### config.mk
export PLATFORM = sky130hd
export DESIGN_NAME = obws_cell
export DESIGN_NICKNAME = d
export VERILOG_FILES = /design/src/hw/rtl/obws_pkg.sv /design/src/hw/rtl/obws_cell.sv
export SDC_FILE = /design/constraint.sdc
export NUM_CORES = 2
export LEC_CHECK = 0
export ABC_AREA = 1
export BUFFER_PORTS_ARGS = -buffer_cell sky130_fd_sc_hd__buf_2
export CORE_AREA = 2 2 327 329
export CTS_CLUSTER_SIZE = 25
export DETAILED_ROUTE_END_ITERATION = 16
export DIE_AREA = 0 0 329 331
export PLACE_DENSITY = 0.65
export SYNTH_ARGS = -nofsm -noshare
export SYNTH_HDL_FRONTEND = slang
export SYNTH_SLANG_ARGS = --single-unit
export TNS_END_PERCENT = 30
### constraint.sdc
create_clock -name clk -period 4.95 [get_ports clk]
set_input_delay 0 -clock clk [delete_from_list [all_inputs] [get_ports clk]]
set_output_delay 0 -clock clk [all_outputs]
set_load 0.03 [all_outputs]
### src/hw/rtl/obws_pkg.sv
// package with shared constants, types and cordic tables for the wheel speed block
`timescale 1ns / 1ps
`default_nettype none
package obws_pkg;

  localparam int NumStages = 16;
  localparam int NumWheels = 4;
  localparam int NumRegs = 8;
  localparam int AngW = 33;
  localparam int CordW = 20;
  localparam logic signed [CordW-1:0] CordicX0 = 20'sd19898;

  localparam logic [15:0] MountAngle [NumWheels] = '{16'd8192, 16'd24576, 16'd40960, 16'd57344};

  function automatic logic signed [AngW-1:0] atan_turn(input logic [4:0] i);
    logic signed [AngW-1:0] r;
    case (i)
      5'd0: r = 33'sd536870912;
      5'd1: r = 33'sd316933406;
      5'd2: r = 33'sd167458907;
      5'd3: r = 33'sd85004756;
      5'd4: r = 33'sd42667331;
      5'd5: r = 33'sd21354465;
      5'd6: r = 33'sd10680862;
      5'd7: r = 33'sd5340245;
      5'd8: r = 33'sd2670675;
      5'd9: r = 33'sd1335087;
      5'd10: r = 33'sd667544;
      5'd11: r = 33'sd333772;
      5'd12: r = 33'sd166886;
      5'd13: r = 33'sd83443;
      5'd14: r = 33'sd41722;
      5'd15: r = 33'sd20861;
      5'd16: r = 33'sd10430;
      5'd17: r = 33'sd5215;
      5'd18: r = 33'sd2608;
      5'd19: r = 33'sd1304;
      5'd20: r = 33'sd652;
      5'd21: r = 33'sd326;
      5'd22: r = 33'sd163;
      5'd23: r = 33'sd81;
      default: r = '0;
    endcase
    return r;
  endfunction

  // one rotation lane flowing through the cordic chain
  typedef struct packed {
    logic signed [CordW-1:0] x;
    logic signed [CordW-1:0] y;
    logic signed [AngW-1:0] z;
    logic flip;
  } rot_t;

  // command fields riding alongside the chain
  typedef struct packed {
    logic signed [15:0] vel_x;
    logic signed [15:0] vel_y;
    logic signed [15:0] turn_rate;
    logic brake;
  } cmd_t;

endpackage
`default_nettype wire

### src/hw/rtl/obws_cell.sv
// one cordic micro-rotation cell for five angle lanes plus command side-band
`timescale 1ns / 1ps
`default_nettype none
module obws_cell
  import obws_pkg::*;
(
  input  wire logic        clk,
  input  wire logic        rst,
  input  wire logic        en,
  input  wire logic [4:0]  stage,
  input  wire logic        in_valid,
  input  wire rot_t  [NumWheels:0] in_rot,
  input  wire cmd_t        in_cmd,
  output logic             out_valid,
  output rot_t       [NumWheels:0] out_rot,
  output cmd_t             out_cmd
);

  rot_t [NumWheels:0] rot_next;
  logic signed [AngW-1:0] atn;

  assign atn = atan_turn(stage);

  always_comb begin
    for (int l = 0; l <= NumWheels; l++) begin
      rot_next[l].flip = in_rot[l].flip;
      if (!in_rot[l].z[AngW-1]) begin
        rot_next[l].x = in_rot[l].x - (in_rot[l].y >>> stage);
        rot_next[l].y = in_rot[l].y + (in_rot[l].x >>> stage);
        rot_next[l].z = in_rot[l].z - atn;
      end else begin
        rot_next[l].x = in_rot[l].x + (in_rot[l].y >>> stage);
        rot_next[l].y = in_rot[l].y - (in_rot[l].x >>> stage);
        rot_next[l].z = in_rot[l].z + atn;
      end
    end
  end

  always_ff @(posedge clk) begin
    if (rst) begin
      out_valid <= 1'b0;
    end else if (en) begin
      out_valid <= in_valid;
    end
    if (en) begin
      out_rot <= rot_next;
      out_cmd <= in_cmd;
    end
  end

endmodule
`default_nettype wire

==> impl_metrics.json <==
{
  "cts_root_buf": "clkbuf_16",
  "rrSetupSlack_ns": 3.79,
  "switching_share_pct": 44.8,
  "post_synth_num_cell_types": 61,
  "num_vias": 52200,
  "design.core.area_um2": 105000,
  "r2r-end": "out_valid",
  "post_drt_wl_per_cell_um": 21.9,
  "final_cell_area_um2": 56800,
  "pwr-share-seq_pct": 28.2,
  "dp_hpwl_mm": 165,
  "worstPathArrival_ns": 5.00,
  "rows": 119,
  "num_io_pins": 848,
  "yosys_most_used_dff": "edfxtp_1",
  "grt_setup_unrepaired": "false",
  "cts.sinks": 420,
  "ir_worst_vdd_mv": 0.363,
  "cap_viol_max_count": 0,
  "ant_nets": 0,
  "yosys.area.top_type": "edfxtp_1",
  "tritoncts": "yes",
  "first_pass_iters": 8,
  "vias_per_cell": 5.59,
  "synth-edff-count": 419,
  "cts_made_buffers": 50,
  "p_per_area_nw_per_um2": 337,
  "relSlewSlack_pct": 32.4,
  "synthArstFlopShare_pct": 0,
  "switchingPower_w": 0.00857,
  "fmax_mhz": 217,
  "post_cts_buffers": 0,
  "ys.warnings.count": 0,
  "crit_fanout": 22,
  "placed_cell_area_um2": 52100,
  "drcViolationCount": 0,
  "cp-start-kind": "input pin",
  "period_share_pct": 93.3,
  "hold_depth": 3,
  "endpoint_kind": "flop",
  "die_y_um": 331,
  "holdPathEnd": "out_rot[114]",
  "drt-total-wl_mm": 205,
  "clkSlewWorstSetupHoldPaths_ns": 0.06,
  "worst_slew_pin_slew_ns": 1.00,
  "synth_cells": 6833,
  "p_leak_nw": 27.9,
  "die_w_um": 329,
  "clock_latency_ns": 0.63,
  "design.die.area_um2": 109000,
  "seq_area_frac_synth_pct": 27.2,
  "syn_avg_cell_area_um2": 6.78,
  "outcome": "finished clean",
  "finalCriticalPeriod_ns": 4.62,
  "setup_tns_ns": 0,
  "hold_path.startpoint": "in_rot[114]",
  "drive_above_1_share_pct": 14.2,
  "area_growth_pct": 22.6,
  "drt_iter0_markers": 5245,
  "gp_congestion": 1.04,
  "antenna_found_initial": 32,
  "synth_fp_nets": 7645,
  "grt_max_degree": 166,
  "nets": 8700,
  "synth_area_leaders": "edfxtp_1 27%, nand2_1 18%, ha_1 10%",
  "required_ns": 5.33,
  "clockPowerShare_pct": 21.0,
  "setup_violations": 0,
  "finalClockSkew_ns": 0,
  "grt_remaining_overflow": 0,
  "synth_top_area_share_pct": 27.1,
  "io_buffers": 847,
  "slew_viol_final": 0,
  "initial_core_util_pct": 44.2,
  "combinationalPowerShare_pct": 50.8,
  "mappedNetlistArea_um2": 46400,
  "power.internal_w": 0.0106,
  "grt_pass1_wl_mm": 298,
  "grt_pass1_vias": 49500,
  "reg2reg_depth": 3,
  "r2r-start": "out_valid",
  "grt_use_total_pct": 36.0,
  "n_fill_cell": 10400,
  "ys_ff_latch": 420,
  "hold_viol": 0,
  "htreeDepth": 2,
  "critPathKind": "in2reg",
  "clock_path_buffers": 3,
  "min_path_type": "in2reg"
}
## layout by cell type (no fill, tap or decap), drive strengths merged, types with 21 or more instances in the layout
cell,n
a21boi,24
a21o,56
a21oi,455
a31oi,22
buf,940
clkbuf,56
dlygate4sd3,297
edfxtp,419
ha,369
inv,488
nand2,2254
nand3,772
nand3b,22
nand4,54
nor2,472
nor3,55
nor4,21
o211ai,42
o21ai,502
o21bai,23
xnor2,151
xor2,304
## worst max-delay path, stage by stage
cell,delay [ns]
buf_4,0.18
buf_4,0.26
nor2_4,0.30
inv_2,0.15
o311ai_1,0.61
nand2_1,0.17
nor2_2,0.25
nand2_2,0.18
nand2_1,0.20
o21ai_0,0.11
buf_4,0.18
ha_1,0.37
nand2_1,0.18
inv_1,0.08
a21boi_0,0.32
o21ai_0,0.17
nand2_1,0.09
nand3_1,0.13
nand2_1,0.10
o211ai_1,0.13
nand2_1,0.11
nand3_1,0.07
nand2_1,0.06
nand2_1,0.05
dlygate4sd3_1,0.54
## cells by family (layout without fill, tap and decap cells)
group	after synthesis	in the layout	synth area share (%)
buf+inv	723	1816	6.52
simple gates	3683	3683	33.1
mux	1	1	0.0216
xor+xnor	455	455	8.60
compound gates	1167	1167	13.9
fa+ha+maj	384	384	10.6
other cells	0	13	0
flops	420	420	27.2
## power groups by stage
stage	combinational (W)	sequential (W)	clock, W
after CTS	0.00959	0.00540	0.00407
after detailed placement	0.00933	0.00546	0
final	0.00971	0.00540	0.00401
after floorplan	0.00472	0.00703	0
after global routing	0.0105	0.00546	0.00418
after global placement	0.00935	0.00546	0
## timing repair
item	4_1_cts	5_1_grt
hold buffers	297	0
gates resized for setup	0	6
endpoints found under the setup margin	0	5
hold endpoints to repair	357	0
## flip-flops by register name, indices dropped and copies added, names as in the netlist
name,flops
out_rot,370
out_cmd,49
out_valid,1
## area by class of cell
type / count / area (um^2) / area share [%]
clock inverters: 34 / 454 / 0.799
diodes: 13 / 32.5 / 0.0572
repair buffers: 1237 / 8100 / 14.3
flip-flops and latches: 420 / 12600 / 22.2
multi-input cells: 5690 / 30800 / 54.1
clock buffers: 56 / 1290 / 2.28
inverters: 489 / 1850 / 3.26
well taps: 1391 / 1740 / 3.06
## how the worst max path moves through the flow
stage                  start           end  slack [ns]  depth (start not counted)
floorplan           stage[0]   out_rot[30]        0.75                         29
global placement    stage[1]  out_rot[328]        0.24                         27
detailed placement  stage[1]  out_rot[178]        0.16                         26
CTS                 stage[1]  out_rot[328]        0.30                         29
global route        stage[1]  out_rot[180]        0.02                         29
finish              stage[4]   out_rot[32]        0.33                         25
## metal layers
metal  part of all wire, %  GRT usage [%]
met2                    48           62.7
met3                   6.6           5.18
met5                  0.10              0
met1                    38           41.7
met4                   7.2           22.6
## synthesized netlist by cell type (55+ instances only)
library cell	number
o21ai_0	405
a21o_1	56
o21ai_1	89
xor2_1	304
nand3_1	772
xnor2_1	151
edfxtp_1	419
buf_2	103
a21oi_1	442
nand2_1	2244
nor2_1	444
clkbuf_1	72
inv_1	463
nor3_1	55
ha_1	369
## stage by stage
step	hold WS, ns	total power, W	cells	setup WS (ns)	utilization [%]
2_1_floorplan	0.0724	0.0117	6833	0.754	-
3_3_place_gp	0.156	0.0148	8930	0.242	49.6
3_5_place_dp	0.161	0.0148	8930	0.164	49.6
4_1_cts	0.00152	0.0191	9317	0.300	54.1
5_1_grt	0.0232	0.0201	9323	0.0195	54.1
6_report	0.0294	0.0191	9330	0.332	54.2
Power figures use the tool's default switching activity.
